File: src/rtl/bgts_pkg.sv
package bgts_pkg;

	localparam int WI_W   = 24;
	localparam int TILE_W = 12;
	localparam int KT_W   = 16;
	localparam int KG_W   = 25;
	localparam int KPG_W  = 6;
	localparam int ORD_W  = 3;
	localparam int CIDX_W = 3;
	localparam int CDAT_W = 16;

	localparam logic [ORD_W-1:0] ORD_JIK = 3'd0;
	localparam logic [ORD_W-1:0] ORD_IJK = 3'd1;
	localparam logic [ORD_W-1:0] ORD_JKI = 3'd2;
	localparam logic [ORD_W-1:0] ORD_IKJ = 3'd3;
	localparam logic [ORD_W-1:0] ORD_KJI = 3'd4;
	localparam logic [ORD_W-1:0] ORD_KIJ = 3'd5;

	localparam logic [CIDX_W-1:0] REG_LOOP_ORDER     = 3'd0;
	localparam logic [CIDX_W-1:0] REG_COUNT_I        = 3'd1;
	localparam logic [CIDX_W-1:0] REG_COUNT_J        = 3'd2;
	localparam logic [CIDX_W-1:0] REG_COUNT_K_GROUPS = 3'd3;
	localparam logic [CIDX_W-1:0] REG_K_PER_GROUP    = 3'd4;
	localparam logic [CIDX_W-1:0] REG_K_TILES_TOTAL  = 3'd5;

	localparam logic KIND_CALL  = 1'b0;
	localparam logic KIND_FLUSH = 1'b1;

	typedef enum logic [3:0] {
		ST_IDLE,
		ST_MUL,
		ST_LD,
		ST_DIV1,
		ST_DIV2,
		ST_ADD,
		ST_BASE,
		ST_FLUSH_OLD,
		ST_CALLS,
		ST_FLUSH_NEW
	} state_t;

	typedef struct packed {
		logic [ORD_W-1:0]  order;
		logic [TILE_W-1:0] ni;
		logic [TILE_W-1:0] nj;
		logic [TILE_W-1:0] nk;
		logic [KPG_W-1:0]  kpg;
		logic [KPG_W-1:0]  calls;
		logic [KT_W-1:0]   ktt;
	} cfg_t;

	typedef struct packed {
		logic            start;
		logic [WI_W-1:0] dividend;
		logic [WI_W-1:0] divisor;
	} div_req_t;

	typedef struct packed {
		logic            done;
		logic [WI_W-1:0] quot;
		logic [WI_W-1:0] rem;
	} div_rsp_t;

endpackage

File: src/rtl/bgts_if.sv
interface bgts_in_if;
	import bgts_pkg::*;
	logic              valid;
	logic              ready;
	logic [WI_W-1:0]   work_index;
	logic [TILE_W-1:0] offset_i;
	logic [TILE_W-1:0] offset_j;
	logic [TILE_W-1:0] offset_k;
	logic              range_first;
	logic              range_last;

	modport source (output valid, work_index, offset_i, offset_j, offset_k, range_first,
		range_last, input ready);
	modport sink (input valid, work_index, offset_i, offset_j, offset_k, range_first,
		range_last, output ready);
endinterface

interface bgts_out_if;
	import bgts_pkg::*;
	logic              valid;
	logic              ready;
	logic              item_kind;
	logic [TILE_W-1:0] tile_i;
	logic [TILE_W-1:0] tile_j;
	logic [KT_W-1:0]   k_tile;
	logic              prefetch;
	logic              last_of_run;

	modport source (output valid, item_kind, tile_i, tile_j, k_tile, prefetch, last_of_run,
		input ready);
	modport sink (input valid, item_kind, tile_i, tile_j, k_tile, prefetch, last_of_run,
		output ready);
endinterface

interface bgts_cfg_if;
	import bgts_pkg::*;
	logic              valid;
	logic              ready;
	logic [CIDX_W-1:0] index;
	logic [CDAT_W-1:0] data;

	modport source (output valid, index, data, input ready);
	modport sink (input valid, index, data, output ready);
endinterface

File: src/rtl/bgts_cfg.sv
module bgts_cfg #(
	parameter int MAX_K_PER_GROUP = 32
) (
	input  logic              clk,
	input  logic              arst_n,
	bgts_cfg_if.sink          cfg,
	output bgts_pkg::cfg_t    regs
);
	import bgts_pkg::*;

	localparam logic [KPG_W-1:0] KPG_MAX = KPG_W'(MAX_K_PER_GROUP);

	logic [ORD_W-1:0]  order_q;
	logic [TILE_W-1:0] ni_q;
	logic [TILE_W-1:0] nj_q;
	logic [TILE_W-1:0] nk_q;
	logic [KPG_W-1:0]  kpg_q;
	logic [KT_W-1:0]   ktt_q;

	assign cfg.ready = 1'b1;

	always_ff @(posedge clk or negedge arst_n) begin
		if (!arst_n) begin
			order_q <= ORD_JIK;
			ni_q    <= TILE_W'(1);
			nj_q    <= TILE_W'(1);
			nk_q    <= TILE_W'(1);
			kpg_q   <= KPG_W'(1);
			ktt_q   <= '0;
		end else if (cfg.valid) begin
			case (cfg.index)
				REG_LOOP_ORDER:     order_q <= cfg.data[ORD_W-1:0];
				REG_COUNT_I:        ni_q    <= cfg.data[TILE_W-1:0];
				REG_COUNT_J:        nj_q    <= cfg.data[TILE_W-1:0];
				REG_COUNT_K_GROUPS: nk_q    <= cfg.data[TILE_W-1:0];
				REG_K_PER_GROUP:    kpg_q   <= cfg.data[KPG_W-1:0];
				REG_K_TILES_TOTAL:  ktt_q   <= cfg.data[KT_W-1:0];
				default: ;
			endcase
		end
	end

	// zero i, j and k-group counts act as one
	always_comb begin
		regs.order = order_q;
		regs.ni    = (ni_q == '0) ? TILE_W'(1) : ni_q;
		regs.nj    = (nj_q == '0) ? TILE_W'(1) : nj_q;
		regs.nk    = (nk_q == '0) ? TILE_W'(1) : nk_q;
		regs.kpg   = kpg_q;
		regs.calls = (kpg_q > KPG_MAX) ? KPG_MAX : kpg_q;
		regs.ktt   = ktt_q;
	end

endmodule

File: src/rtl/bgts_div.sv
module bgts_div (
	input  logic                clk,
	input  logic                arst_n,
	input  bgts_pkg::div_req_t  req,
	output bgts_pkg::div_rsp_t  rsp
);
	import bgts_pkg::*;

	localparam logic [4:0] LAST = 5'(WI_W - 1);

	logic            busy_q;
	logic            done_q;
	logic [4:0]      cnt_q;
	logic [WI_W-1:0] quot_q;
	logic [WI_W-1:0] rem_q;
	logic [WI_W-1:0] div_q;
	logic [WI_W:0]   trial;
	logic [WI_W:0]   diff;
	logic            ge;

	assign trial = {rem_q, quot_q[WI_W-1]};
	assign diff  = trial - {1'b0, div_q};
	assign ge    = trial >= {1'b0, div_q};

	always_ff @(posedge clk or negedge arst_n) begin
		if (!arst_n) begin
			busy_q <= 1'b0;
			done_q <= 1'b0;
			cnt_q  <= '0;
		end else begin
			done_q <= 1'b0;
			if (busy_q) begin
				cnt_q <= cnt_q + 5'd1;
				if (cnt_q == LAST) begin
					busy_q <= 1'b0;
					done_q <= 1'b1;
				end
			end else if (req.start) begin
				busy_q <= 1'b1;
				cnt_q  <= '0;
			end
		end
	end

	always_ff @(posedge clk) begin
		if (busy_q) begin
			rem_q  <= ge ? diff[WI_W-1:0] : trial[WI_W-1:0];
			quot_q <= {quot_q[WI_W-2:0], ge};
		end else if (req.start) begin
			rem_q  <= '0;
			quot_q <= req.dividend;
			div_q  <= req.divisor;
		end
	end

	assign rsp.done = done_q;
	assign rsp.quot = quot_q;
	assign rsp.rem  = rem_q;

	a_start_idle: assert property (@(posedge clk) disable iff (!arst_n)
		req.start |-> !busy_q) else $error("divider started while busy");

endmodule

File: src/rtl/blocked_gemm_tile_scheduler.sv
// Blocked GEMM tile scheduler.
// req carries one work word: a linear work index, outer block offsets and
// range-first/range-last marks. rsp carries result words: flushes of a C
// tile and kernel calls with their k tile and prefetch flag; last_of_run
// marks the final word of a work word. cfg writes the six control
// registers; the user must do so only while the block is idle, which the
// block itself does not enforce; cfg is always ready. A work word is split
// by a 12x12 multiply and two passes of one shared 24-step restoring
// divider. Result words are registered; each word after the first follows
// in the next cycle while rsp is ready. A work word yields up to 34 result
// words; req is not ready while it is processed.
// A stall on rsp holds the output register and halts the word sequence.
// Reset returns the registers to their defaults and the held tile to 0.
module blocked_gemm_tile_scheduler #(
	parameter int MAX_K_PER_GROUP = 32
) (
	input  logic       clk,
	input  logic       arst_n,
	bgts_in_if.sink    req,
	bgts_out_if.source rsp,
	bgts_cfg_if.sink   cfg
);
	import bgts_pkg::*;

	cfg_t     regs;
	div_req_t dreq;
	div_rsp_t drsp;
	state_t   state_q, state_d;

	logic [WI_W-1:0]   w_q;
	logic [TILE_W-1:0] oi_q, oj_q, ok_q;
	logic              first_q, last_q;
	logic [WI_W-1:0]   prod_q;
	logic [TILE_W-1:0] d2_q;
	logic [WI_W-1:0]   q1_q;
	logic [TILE_W-1:0] ti_q, tj_q;
	logic [KG_W-1:0]   kg_q;
	logic [KT_W-1:0]   kt_q;
	logic              pf_q;
	logic [TILE_W-1:0] held_i_q, held_j_q;
	logic [TILE_W-1:0] old_i_q, old_j_q;
	logic [KPG_W-1:0]  c_q;

	logic              ov_q;
	logic              kind_q, pfo_q, lor_q;
	logic [TILE_W-1:0] oti_q, otj_q;
	logic [KT_W-1:0]   okt_q;

	logic [TILE_W-1:0] fa, fb, fd2;
	logic [WI_W-1:0]   di, dj, dk;
	logic              need_old, free, last_call;
	state_t            after_old;
	logic [KPG_W+KT_W-1:0] base;

	logic              load_item;
	logic              it_kind, it_pf, it_lor;
	logic [TILE_W-1:0] it_i, it_j;
	logic [KT_W-1:0]   it_kt;

	bgts_cfg #(.MAX_K_PER_GROUP(MAX_K_PER_GROUP)) u_cfg (
		.clk(clk), .arst_n(arst_n), .cfg(cfg), .regs(regs)
	);

	bgts_div u_div (.clk(clk), .arst_n(arst_n), .req(dreq), .rsp(drsp));

	always_comb begin
		case (regs.order)
			ORD_IJK: begin fa = regs.nj; fb = regs.nk; fd2 = regs.nk; end
			ORD_JKI: begin fa = regs.nk; fb = regs.ni; fd2 = regs.ni; end
			ORD_IKJ: begin fa = regs.nk; fb = regs.nj; fd2 = regs.nj; end
			ORD_KJI: begin fa = regs.nj; fb = regs.ni; fd2 = regs.ni; end
			ORD_KIJ: begin fa = regs.ni; fb = regs.nj; fd2 = regs.nj; end
			default: begin fa = regs.ni; fb = regs.nk; fd2 = regs.nk; end
		endcase
	end

	always_comb begin
		case (regs.order)
			ORD_IJK: begin di = q1_q;      dj = drsp.quot; dk = drsp.rem;  end
			ORD_JKI: begin dj = q1_q;      dk = drsp.quot; di = drsp.rem;  end
			ORD_IKJ: begin di = q1_q;      dk = drsp.quot; dj = drsp.rem;  end
			ORD_KJI: begin dk = q1_q;      dj = drsp.quot; di = drsp.rem;  end
			ORD_KIJ: begin dk = q1_q;      di = drsp.quot; dj = drsp.rem;  end
			default: begin dj = q1_q;      di = drsp.quot; dk = drsp.rem;  end
		endcase
	end

	assign base      = (KPG_W+KT_W)'(regs.kpg) * (KPG_W+KT_W)'(kg_q[KT_W-1:0]);
	assign need_old  = !first_q && ((ti_q != held_i_q) || (tj_q != held_j_q));
	assign free      = !ov_q || rsp.ready;
	assign last_call = (c_q + KPG_W'(1)) == regs.calls;
	assign after_old = (regs.calls != '0) ? ST_CALLS : (last_q ? ST_FLUSH_NEW : ST_IDLE);

	// next state
	always_comb begin
		state_d = state_q;
		case (state_q)
			ST_IDLE:      if (req.valid) state_d = ST_MUL;
			ST_MUL:       state_d = ST_LD;
			ST_LD:        state_d = ST_DIV1;
			ST_DIV1:      if (drsp.done) state_d = ST_DIV2;
			ST_DIV2:      if (drsp.done) state_d = ST_ADD;
			ST_ADD:       state_d = ST_BASE;
			ST_BASE:      state_d = need_old ? ST_FLUSH_OLD : after_old;
			ST_FLUSH_OLD: if (free) state_d = after_old;
			ST_CALLS: begin
				if (free && last_call) state_d = last_q ? ST_FLUSH_NEW : ST_IDLE;
			end
			ST_FLUSH_NEW: if (free) state_d = ST_IDLE;
			default:      state_d = ST_IDLE;
		endcase
	end

	// outputs of the sequencer
	always_comb begin
		dreq.start    = 1'b0;
		dreq.dividend = w_q;
		dreq.divisor  = prod_q;
		load_item     = 1'b0;
		it_kind       = KIND_FLUSH;
		it_i          = ti_q;
		it_j          = tj_q;
		it_kt         = '0;
		it_pf         = 1'b0;
		it_lor        = 1'b1;
		case (state_q)
			ST_LD: dreq.start = 1'b1;
			ST_DIV1: begin
				dreq.start    = drsp.done;
				dreq.dividend = drsp.rem;
				dreq.divisor  = {{(WI_W-TILE_W){1'b0}}, d2_q};
			end
			ST_FLUSH_OLD: begin
				load_item = free;
				it_i      = old_i_q;
				it_j      = old_j_q;
				it_lor    = (regs.calls == '0) && !last_q;
			end
			ST_CALLS: begin
				load_item = free;
				it_kind   = KIND_CALL;
				it_kt     = kt_q + {{(KT_W-KPG_W){1'b0}}, c_q};
				it_pf     = pf_q;
				it_lor    = last_call && !last_q;
			end
			ST_FLUSH_NEW: load_item = free;
			default: ;
		endcase
	end

	always_ff @(posedge clk or negedge arst_n) begin
		if (!arst_n) begin
			state_q  <= ST_IDLE;
			held_i_q <= '0;
			held_j_q <= '0;
			ov_q     <= 1'b0;
		end else begin
			state_q <= state_d;
			if (state_q == ST_BASE) begin
				held_i_q <= ti_q;
				held_j_q <= tj_q;
			end
			if (load_item) ov_q <= 1'b1;
			else if (rsp.ready) ov_q <= 1'b0;
		end
	end

	always_ff @(posedge clk) begin
		if (req.valid && req.ready) begin
			w_q     <= req.work_index;
			oi_q    <= req.offset_i;
			oj_q    <= req.offset_j;
			ok_q    <= req.offset_k;
			first_q <= req.range_first;
			last_q  <= req.range_last;
		end
		if (state_q == ST_MUL) begin
			prod_q <= WI_W'(fa) * WI_W'(fb);
			d2_q   <= fd2;
		end
		if (state_q == ST_DIV1 && drsp.done) q1_q <= drsp.quot;
		if (state_q == ST_ADD) begin
			ti_q <= oi_q + di[TILE_W-1:0];
			tj_q <= oj_q + dj[TILE_W-1:0];
			kg_q <= {{(KG_W-TILE_W){1'b0}}, ok_q} + {1'b0, dk};
		end
		if (state_q == ST_BASE) begin
			kt_q    <= base[KT_W-1:0];
			pf_q    <= ({1'b0, kg_q} + (KG_W+1)'(2)) < {{(KG_W+1-KT_W){1'b0}}, regs.ktt};
			old_i_q <= held_i_q;
			old_j_q <= held_j_q;
			c_q     <= '0;
		end
		if (state_q == ST_CALLS && free) c_q <= c_q + KPG_W'(1);
		if (load_item) begin
			kind_q <= it_kind;
			oti_q  <= it_i;
			otj_q  <= it_j;
			okt_q  <= it_kt;
			pfo_q  <= it_pf;
			lor_q  <= it_lor;
		end
	end

	assign req.ready       = (state_q == ST_IDLE);
	assign rsp.valid       = ov_q;
	assign rsp.item_kind   = kind_q;
	assign rsp.tile_i      = oti_q;
	assign rsp.tile_j      = otj_q;
	assign rsp.k_tile      = okt_q;
	assign rsp.prefetch    = pfo_q;
	assign rsp.last_of_run = lor_q;

	a_accept_starts: assert property (@(posedge clk) disable iff (!arst_n)
		(req.valid && req.ready) |=> (state_q == ST_MUL)) else $error("accept did not start");

	a_no_overwrite: assert property (@(posedge clk) disable iff (!arst_n)
		(ov_q && !rsp.ready) |-> !load_item) else $error("output word overwritten");

	a_call_bound: assert property (@(posedge clk) disable iff (!arst_n)
		(state_q == ST_CALLS) |-> (c_q < regs.calls)) else $error("call count overrun");

endmodule
File: src/flat_wrapper.sv
// flat-port wrapper written by rule: the top's interface ports become plain ports
module blocked_gemm_tile_scheduler_flat import bgts_pkg::*;
#(
	parameter int MAX_K_PER_GROUP = 32
)
  (clk, arst_n, req_valid, req_work_index, req_offset_i, req_offset_j, req_offset_k, req_range_first, req_range_last, req_ready, rsp_valid, rsp_item_kind, rsp_tile_i, rsp_tile_j, rsp_k_tile, rsp_prefetch, rsp_last_of_run, rsp_ready, cfg_valid, cfg_index, cfg_data, cfg_ready);
  bgts_in_if req_i ();
  bgts_out_if rsp_i ();
  bgts_cfg_if cfg_i ();
  input  logic clk;
  input  logic arst_n;
  input wire logic [$bits(req_i.valid)-1:0] req_valid;
  input wire logic [$bits(req_i.work_index)-1:0] req_work_index;
  input wire logic [$bits(req_i.offset_i)-1:0] req_offset_i;
  input wire logic [$bits(req_i.offset_j)-1:0] req_offset_j;
  input wire logic [$bits(req_i.offset_k)-1:0] req_offset_k;
  input wire logic [$bits(req_i.range_first)-1:0] req_range_first;
  input wire logic [$bits(req_i.range_last)-1:0] req_range_last;
  output wire logic [$bits(req_i.ready)-1:0] req_ready;
  output wire logic [$bits(rsp_i.valid)-1:0] rsp_valid;
  output wire logic [$bits(rsp_i.item_kind)-1:0] rsp_item_kind;
  output wire logic [$bits(rsp_i.tile_i)-1:0] rsp_tile_i;
  output wire logic [$bits(rsp_i.tile_j)-1:0] rsp_tile_j;
  output wire logic [$bits(rsp_i.k_tile)-1:0] rsp_k_tile;
  output wire logic [$bits(rsp_i.prefetch)-1:0] rsp_prefetch;
  output wire logic [$bits(rsp_i.last_of_run)-1:0] rsp_last_of_run;
  input wire logic [$bits(rsp_i.ready)-1:0] rsp_ready;
  input wire logic [$bits(cfg_i.valid)-1:0] cfg_valid;
  input wire logic [$bits(cfg_i.index)-1:0] cfg_index;
  input wire logic [$bits(cfg_i.data)-1:0] cfg_data;
  output wire logic [$bits(cfg_i.ready)-1:0] cfg_ready;
  assign req_i.valid = req_valid;
  assign req_i.work_index = req_work_index;
  assign req_i.offset_i = req_offset_i;
  assign req_i.offset_j = req_offset_j;
  assign req_i.offset_k = req_offset_k;
  assign req_i.range_first = req_range_first;
  assign req_i.range_last = req_range_last;
  assign req_ready = req_i.ready;
  assign rsp_valid = rsp_i.valid;
  assign rsp_item_kind = rsp_i.item_kind;
  assign rsp_tile_i = rsp_i.tile_i;
  assign rsp_tile_j = rsp_i.tile_j;
  assign rsp_k_tile = rsp_i.k_tile;
  assign rsp_prefetch = rsp_i.prefetch;
  assign rsp_last_of_run = rsp_i.last_of_run;
  assign rsp_i.ready = rsp_ready;
  assign cfg_i.valid = cfg_valid;
  assign cfg_i.index = cfg_index;
  assign cfg_i.data = cfg_data;
  assign cfg_ready = cfg_i.ready;
  blocked_gemm_tile_scheduler #(.MAX_K_PER_GROUP(MAX_K_PER_GROUP)) u_core (.clk(clk), .arst_n(arst_n), .req(req_i), .rsp(rsp_i), .cfg(cfg_i));
endmodule
File: config.mk
export PLATFORM = sky130hd
export DESIGN_NAME = blocked_gemm_tile_scheduler_flat
export DESIGN_NICKNAME = d
export VERILOG_FILES = /design/src/rtl/bgts_pkg.sv /design/src/rtl/bgts_if.sv /design/src/rtl/bgts_cfg.sv /design/src/rtl/bgts_div.sv /design/src/rtl/blocked_gemm_tile_scheduler.sv /design/src/flat_wrapper.sv
export SDC_FILE = /design/constraint.sdc
export NUM_CORES = 1
export LEC_CHECK = 0
export ABC_AREA = 1
export BUFFER_PORTS_ARGS = -buffer_cell sky130_fd_sc_hd__buf_2
export CORE_ASPECT_RATIO = 0.75
export CORE_UTILIZATION = 40
export DETAILED_ROUTE_END_ITERATION = 8
export PLACE_DENSITY = 0.57
export SLEW_MARGIN = 20
export SYNTH_ARGS = -nofsm -noshare
export SYNTH_HDL_FRONTEND = slang
export SYNTH_SLANG_ARGS = --single-unit
export TNS_END_PERCENT = 5
File: constraint.sdc
create_clock -name clk -period 13.35 [get_ports clk]
set_input_delay 0.6675 -clock clk [delete_from_list [all_inputs] [get_ports clk]]
set_output_delay 0.6675 -clock clk [all_outputs]
set_load 0.005 [all_outputs]
# After elaboration in Yosys (flattened, before gate mapping)
# Cells that the tools add are included.
totals:
  memories: 0
  register_bits: 430
  input_bits: 86
  mem_bits_ro: 0
  output_inout_bits: 46
  ramBits: 0
  latch_bits: 0
  elab_cells: 162
op_classes:
  n_lt_le_gt_ge: 3
  mul: 2
  reduce_logical: 37
  n_div: 0
  n_eq_ne: 29
  n_mux: 42
  shifts: 0
  n_addsub: 8
  bitwise: 1
ops:
  columns: ["cell", "count"]
  rows:
  - ["24-bit 2-to-1 mux", 5]
  - ["12-bit case mux with 2 select lines", 4]
  - ["12-bit 2-to-1 mux", 5]
  - ["48-bit 2-to-1 mux", 1]
  - ["24-bit case mux with 2 select lines", 1]
  - ["4-bit case mux with 10 select lines", 1]
  - ["12-bit zero test", 3]
  - ["4-bit 2-to-1 mux", 9]
  - ["25-bit by 2-bit adder with 26-bit output, second input constant", 1]
  - ["26-bit by 16-bit less-than comparator with 1-bit output", 1]
  - ["12-bit by 24-bit adder with 25-bit output", 1]
  - ["25-bit by 24-bit greater-or-equal comparator with 1-bit output", 1]
  - ["12-bit adder", 2]
  - ["12-bit by 12-bit multiplier with 24-bit output", 1]
  - ["12-bit != test", 2]
  - ["24-bit subtractor", 1]
  - ["6-bit 2-to-1 mux", 3]
  - ["16-bit by 6-bit adder with 16-bit output", 1]
  - ["4-bit by 3-bit == test with 1-bit output, second input constant", 4]
  - ["6-bit by 16-bit multiplier with 16-bit output", 1]
  - ["2-bit AND reduction", 7]
  - ["3-bit by 2-bit == test with 1-bit output, second input constant", 4]
  - ["3-bit == test, second input constant", 4]
  - ["2-bit OR reduction", 6]
  - ["other kinds (25)", 53]

# Longest topological paths before layout
# Gate-level depths: netlist of the first run.
logic_depth:
  ltp_word: 6
  ltp_mapped: 30
  mapped_depth_nobuf: 29

# By module
# A second synthesis of the first run with hierarchy kept.
hier_totals:
  hier_cells: 3505
  area_unflattened_um2: 30093.9
by_module_without_submodules:
  columns: ["module", "area_each_um2", "instances", "seq_area_each_um2", "cells_per_inst"]
  rows:
  - ["blocked_gemm_tile_scheduler", 22193.8, 1, 8563.2, 2510]
  - ["bgts_div", 5091.1, 1, 2337.2, 660]
  - ["bgts_cfg", 2808.9, 1, 1531.5, 335]

# Worst setup path after synthesis of the first run
# OpenSTA, ideal clock, no wires.
synth_path:
  path_kind: "reg-to-reg"
  start: "reg u_core.u_cfg.order_q[2]"
  end: "reg u_core.prod_q[15] (data pin)"
  path_buffers: 1
  period_less_slack_ns: 5.585
  arrival_time_ns: 5.326
  stages_incl_launch_ff: 27
  setup_slack_ns: 7.765
  setup_ns: 0.259
  cell_sequence: "dfrtp_1 -> inv_2 -> nand2_4 -> nand2_8 -> nand2_4 -> nand2_2 -> inv_1 -> buf_2 -> a21oi_4 -> inv_1 -> nand2_1 -> fa_1 -> fa_1 -> inv_1 -> fa_1 -> fa_1 -> inv_1 -> fa_1 -> inv_1 -> ha_1 -> nand2_1 -> nor2_1 -> inv_1 -> o21ai_0 -> nand3_1 -> nand2_1 -> xor2_1"
synth_between:
  elab_chain_cells: 4
  elab_cells_between_ends: 12
  classes_between: "1 x mul; 5 x eq/ne; 2 x mux; 4 x reduce/logical"
synth_rtl:
  columns: ["item", "line_no", "source"]
  rows:
  - ["start, declared", "bgts_cfg.sv:13", "logic [ORD_W-1:0] order_q;"]
  - ["start signal, assigned", "bgts_cfg.sv:32", "REG_LOOP_ORDER: order_q <= cfg.data[ORD_W-1:0];"]
  - ["3-bit by 1-bit == test with 1-bit output (tied with other cells)", "blocked_gemm_tile_scheduler.sv:67", "case (regs.order)"]
  - ["2-bit OR reduction (no line)", null, null]
  - ["12-bit case mux with 2 select lines", "blocked_gemm_tile_scheduler.sv:67", null]
  - ["12-bit by 12-bit multiplier with 24-bit output (*)", "blocked_gemm_tile_scheduler.sv:178", "prod_q <= WI_W'(fa) * WI_W'(fb);"]
  - ["end signal, assigned", "blocked_gemm_tile_scheduler.sv:178", null]
  - ["end, declared", "blocked_gemm_tile_scheduler.sv:33", "logic [WI_W-1:0] prod_q;"]
# Every way passes the cells marked *; elsewhere a longest branch is shown, timed or not.
# A chain may end at the register's enable or synchronous reset.

# Worst setup path in the final report of the first run
# Same ends and word-level chain as after synthesis.

==> results of run 1 <==
-- layout make-up --
class,instances,area (sq um)
fillers,7084,39800
multi-input cells,2191,14400
flip-flops and latches,430,12400
inverters,585,2210
clock buffers,59,1260
well taps,957,1200
repair buffers,143,751
clock inverters,28,357
-- state kept, by name, summed over array words and instances (netlist names), 24 cells and up --
register / flops
u_core.kg_q: 25
u_core.prod_q: 24
u_core.q1_q: 24
u_core.u_div.div_q: 24
u_core.u_div.quot_q: 24
u_core.u_div.rem_q: 24
u_core.w_q: 24
-- power groups by stage --
stage	sequential (mW)	combinational, mW	clock, mW
floorplan	1.80	2.72	0
global placement	1.87	3.57	0
detailed placement	1.87	3.57	0
CTS	1.85	3.60	1.42
global route	1.86	4.11	1.48
finish	1.85	3.60	1.39
-- placed cells by master (no fill, tap or decap), drive strengths merged, types with 9 or more instances in the layout --
master  netlist  layout
nand2       732     732
inv         585     591
edfxtp      333     333
nor2        293     293
o21ai       232     232
a21oi       197     197
ha          162     162
fa          150     150
buf          49     143
nand3       106     106
dfrtp        93      93
xor2         80      80
clkbuf       44      59
xnor2        57      57
o22ai        40      40
nand4        39      39
nor3         19      19
o21bai       16      16
clkinv        0      14
a31oi        10      10
o211ai        9       9
-- worst paths after layout --
kind	to	slack, ns	cells after the start
min in group clk	u_core.oj_q[8]	0.22	1
hold / removal	u_core.held_j_q[8]	0.04	1
setup / recovery	u_core.prod_q[15]	6.12	25
setup reg to reg	u_core.prod_q[15]	6.12	25
hold reg to reg	u_core.q1_q[22]	0.44	0
max in group asynchronous	u_core.u_cfg.ktt_q[10]	11.99	2
-- worst max-delay path: cells and delay by family, from the launching register on --
family                   cells  cell delay, ns
flip-flops                   1            0.46
AO/OA/AOI/OAI                2            0.68
buffers and inverters        7            0.98
XOR/XNOR                     1            0.06
adder cells (fa/ha/maj)      6            2.91
AND/OR/NAND/NOR              9            1.83
-- kinds of logic (layout without fill, tap and decap cells) --
kind of cell / Yosys count / after routing / synth area share
AND/OR/NAND/NOR: 1208 / 1208 / 0.168
buffers and inverters: 678 / 815 / 0.0927
AO/OA/AOI/OAI: 533 / 533 / 0.107
flip-flops: 430 / 430 / 0.421
adder cells (fa/ha/maj): 312 / 312 / 0.170
XOR/XNOR: 137 / 137 / 0.0406
other: 1 / 1 / 0.000127
-- per-stage QoR --
step,util,instance area (sq um)
after global routing,0.450,32600
after global placement,0.428,31000
final,0.450,32600
after detailed placement,0.428,31000
after floorplan,-,29500
after CTS,0.450,32600
-- layer usage --
layer  up-vias  part of all wire
li1      10900                 -
met4         0             0.015
met1     10703              0.50
met3        77             0.080
met2       708              0.41
met5         -                 0
==> metrics.txt, run 1 <==
wirelength, routed 78,800 um; Leak approximately 15 nW; ys flop type edfxtp_1; setup TNS 0 ns; PnR Total Power about 7 mW; most frequent cell after synthesis nand2_1; Setup Buffers After CTS 0; P_int about 3.8 mW; Worst path slowest cell fa_1; Clock Tree Root clkbuf_16; RSZ-0062 raised after global routing false; routability congestion estimate 0.915; max-cap viol count 0; cell mode on critical path inv_1; Setup violations, final 0; dpl cells 4,306; PwrDens ~210 nW/um^2; via count 22,388; Die Y 237 um; Post-synth EDFFs 333; grt ovf 0; #FFs+latches synth 430; Reg power frac 0.271; proportion of power drawn by the clock network 0.203; gr busiest metal met1; Vias/cell 5.10; Iteration-0 DRC Markers roughly 2,100; Post-Place Setup Slack 6.23 ns; num ports between 100 and 150; max incr delay on CP 0.54 ns; worst setup path startpoint u_core.u_cfg.order_q[2]; Post-DP HPWL about 60,000 um; Unique masters post-synth 62; first-pass GRT wire length 124,000 um; Hold Vio Cnt, Final 0; Sw Pwr 3.07 mW; core area 72,400 sq um; syn avg cell area approximately 9 sq um; Sw Ratio 0.448; Max Freq approximately 140 MHz; share of flip-flops with an asynchronous set or reset 0.226; antenna-violating nets left 0; Area Growth Syn to Fin 10.5%; largest net degree at the start of global routing 63; worst hold path type in -> async; sequential element share of the synthesized area 0.421; RR Startpoint u_core.u_cfg.order_q[2]; die area 74,900 sq um; setup ws final slightly above 6 ns; Arr. time, crit path 7.58 ns; critical path type reg -> reg; DRC violations left 0; PortBufs 130; CP Data Required Time ~14 ns; syn nets 3,697; total track usage 0.214; CP startpoint kind register; Crit Path Max Fanout 24; Worst-path clk slew 0.06 ns; CTS resizes 0; nets@finish roughly 3,800; Avg WL per Cell 17.9 um; Cells after Synth around 3,300; synth cell count leaders 722 x nand2_1, 555 x inv_1, 333 x edfxtp_1; Max Buffers Root-to-Sink 3; n_diodes 0; Gate power share 0.526; hold slack 0.0445 ns; CTS tree yes; CTS Hold Bufs 0; share of the synthesized area in the top cell type 0.339; post-route insts no fill 4,393; Clock Skews 0.0297 ns; ranking of synthesized cells by area edfxtp_1 34%, fa_1 10%, nand2_1 9.2%, dfrtp_1 7.9%, inv_1 7.1%; max-slew violations 0; most area-hungry cell type in the Yosys netlist edfxtp_1; Worst Tran Pin Value about 0.96 ns; H-tree Lvls 2; fraction of layout cells with a size suffix above 1 0.0946; part of the cycle the worst path needs 0.542; initial core utilization 0.408; post-layout min period 7.23 ns; drt first pass iters 5; met2 usage 0.296; Synth Cell Area 29,500 sq um; width of the die 316 um; CTS Buf Count 47; Max-slew headroom 0.357; initial antenna violation count 1; met1 Resource Use GR 0.337; vias in the first global route 21,313; met3 Use GR 0.0484; Synth warnings 0; VDD IR-drop max between 150 and 200 uV; run status finished, final reports clean; Cell Rows 85; worst skew pair latency 0.62 ns; Critical Path Sink Type register; clk sinks 430
(Power assumes the default switching activity.)
==> run 2: changes to the inputs <==
==> constraint.sdc (replaced) <==
create_clock -name clk -period 6.8 [get_ports clk]
set_input_delay 0.34 -clock clk [delete_from_list [all_inputs] [get_ports clk]]
set_output_delay 0.34 -clock clk [all_outputs]
set_load 0.005 [all_outputs]
==> run 2 against run 1 <==
Net effect: maximum frequency rose by 13%; highest routed layer unchanged; clock power increased by 88%; final cell count grew 1.8%; via count rose by 2.0%; sequential power rose by 96%; largest cell class unchanged.
==> metrics.txt, run 2 (synthesis gave the netlist of run 1 again) <==
Clock Tree Root clkbuf_16; DRC violations left 0; max-cap viol count 0; Hold Vio Cnt, Final 0; PwrDens about 400 nW/um^2; Setup violations, final 0; clk sinks 430; metal2 WL 33,100 um; Post-DP HPWL 60,500 um; Die Y 237 um; vias in the first global route 21,879; RSZ-0062 raised after global routing false; first-pass GRT wire length roughly 130,000 um; routability congestion estimate 0.891; Area Growth Syn to Fin 12.9%; VDD IR-drop max 343 uV; cell mode on critical path fa_1; PortBufs 130; register area about 12,000 sq um; CTS Buf Count 46; critical path type reg -> reg; CP startpoint kind register; wirelength, routed roughly 80,000 um; CP Cell Sequence inv_2 -> nand2_2 -> o21ai_1 -> inv_1 -> o21ai_0 -> o21bai_4 -> inv_2 -> nor2_1 -> fa_1 -> fa_1 -> fa_1 -> fa_1 -> inv_1 -> fa_1 -> inv_1 -> ha_1 -> a21oi_1 -> o21ai_0 -> a211oi_1 -> nand3_1 -> xor2_1; hold slack 0.0451 ns; Max Freq 156 MHz; post-layout min period 6.40 ns; H-tree Lvls 2; fraction of layout cells with a size suffix above 1 0.0962; buffers and inverters on the worst path 5; most common cell after layout, fill and taps aside nand2_1; Avg WL per Cell 18.0 um; core area 72,400 sq um; num ports 132; max-slew violations 0; placed cell area 31,100 sq um; CP Data Required Time 7.15 ns; Max Buffers Root-to-Sink 3; Filler cells 6,998; run status finished, final reports clean; max incr delay on CP 0.55 ns; worst skew pair latency 0.63 ns; CP top delay family adder cells; Iteration-0 DRC Markers 2,275; total track usage 0.218; part of the cycle the worst path needs 0.941; Max-slew headroom 0.340; CTS resizes 0; worst hold path type in -> reg; via count 22,843; width of the die 316 um; most frequent cells in the layout 721 x nand2_1, 555 x inv_1, 333 x edfxtp_1, 282 x nor2_1, 223 x o21ai_0; nets@finish 3,876; M1 WL 39,700 um; Worst path slowest cell fa_1; met3 WL 6370 um; antenna-violating nets left 0; grt ovf 0; initial antenna violation count 0; Leak ~15 nW; Crit Path Max Fanout 12; Critical Path Sink Type register; initial core utilization 0.408; Cell Rows 85; post-route cell area 33,300 sq um; Clock Skews 0.0344 ns; die area about 75,000 sq um; Worst-path clk slew 0.06 ns; drt first pass iters 6; Vias/cell 5.11; Largest register FFs 25; Top reg by flops u_core.kg_q; uppermost layer routed met4; post-layout util 0.460; setup TNS 0 ns; Worst Tran Pin Value 0.988 ns; CTS tree yes; area of the multi-input gates 14,400 sq um; largest net degree at the start of global routing 64; Arr. time, crit path 6.74 ns
==> run 2: cell count changes in the layout (fill, tap and decap cells not counted), moves of 2 or more <==
cell	change
buf_4	+14
clkinv_4	+2
dlygate4sd3_1	+67
bufinv_16	-3
clkbuf_8	+3
inv_6	-2
clkbuf_1	-2
==> run 2: final cells by class <==
| class | count | area share |
|---|---|---|
| diodes | 1 | 0.0000751 |
| clock buffers | 60 | 0.0384 |
| clock inverters | 25 | 0.00844 |
| inverters | 585 | 0.0662 |
| multi-input cells | 2191 | 0.432 |
| flip-flops and latches | 430 | 0.373 |
| well taps | 957 | 0.0359 |
| repair buffers | 224 | 0.0458 |
==> run 2: power breakdown <==
| group | internal (mW) | switching (mW) | total [mW] |
|---|---|---|---|
| Combinational | 2.53 | 4.63 | 7.16 |
| Clock | 1.46 | 1.15 | 2.62 |
| Sequential | 3.37 | 0.259 | 3.63 |
==> run 2: what timing repair did <==
item	CTS	global route
endpoints found under the hold margin	100	0
hold buffers	67	0
setup endpoints to repair	0	1
buffers inserted	0	2
==> run 2: through the flow <==
step                      setup WS, ns  cells  power [mW]
after floorplan                   1.22   3299        8.89
after global placement           0.531   4318        10.7
after detailed placement         0.387   4318        10.7
after CTS                        0.345   4470        13.5
after global routing            0.0178   4472        14.5
final                            0.403   4473        13.4
==> run 2: layer usage <==
layer  vias up  track usage
met5         -            0
met4         0       0.0474
met3        87       0.0390
met2       730        0.310
met1     10985        0.340
li1      11041            -
==> run 2: worst reg2reg max path: cells and delay by family (launching register included) <==
kind            cells  cell delay [ns]
fa+ha+maj           6             3.06
compound gates      6             1.23
xor+xnor            1             0.15
simple gates        3             0.47
buf+inv             5             0.74
flops               1             0.47
==> run 2: final timing paths <==
kind                                         start                     to  slack, ns  cells after the start
max in group asynchronous                   arst_n  u_core.u_cfg.ktt_q[0]       5.24                      3
min                                   cfg_data[10]  u_core.u_cfg.nj_q[10]       0.05                      3
min reg2reg                u_core.u_div.quot_q[16]        u_core.q1_q[16]       0.44                      0
max                        u_core.u_cfg.order_q[2]      u_core.prod_q[21]       0.40                     21
min in group asynchronous                   arst_n     u_core.held_j_q[6]       0.27                      2
max reg2reg                u_core.u_cfg.order_q[2]      u_core.prod_q[21]       0.40                     21
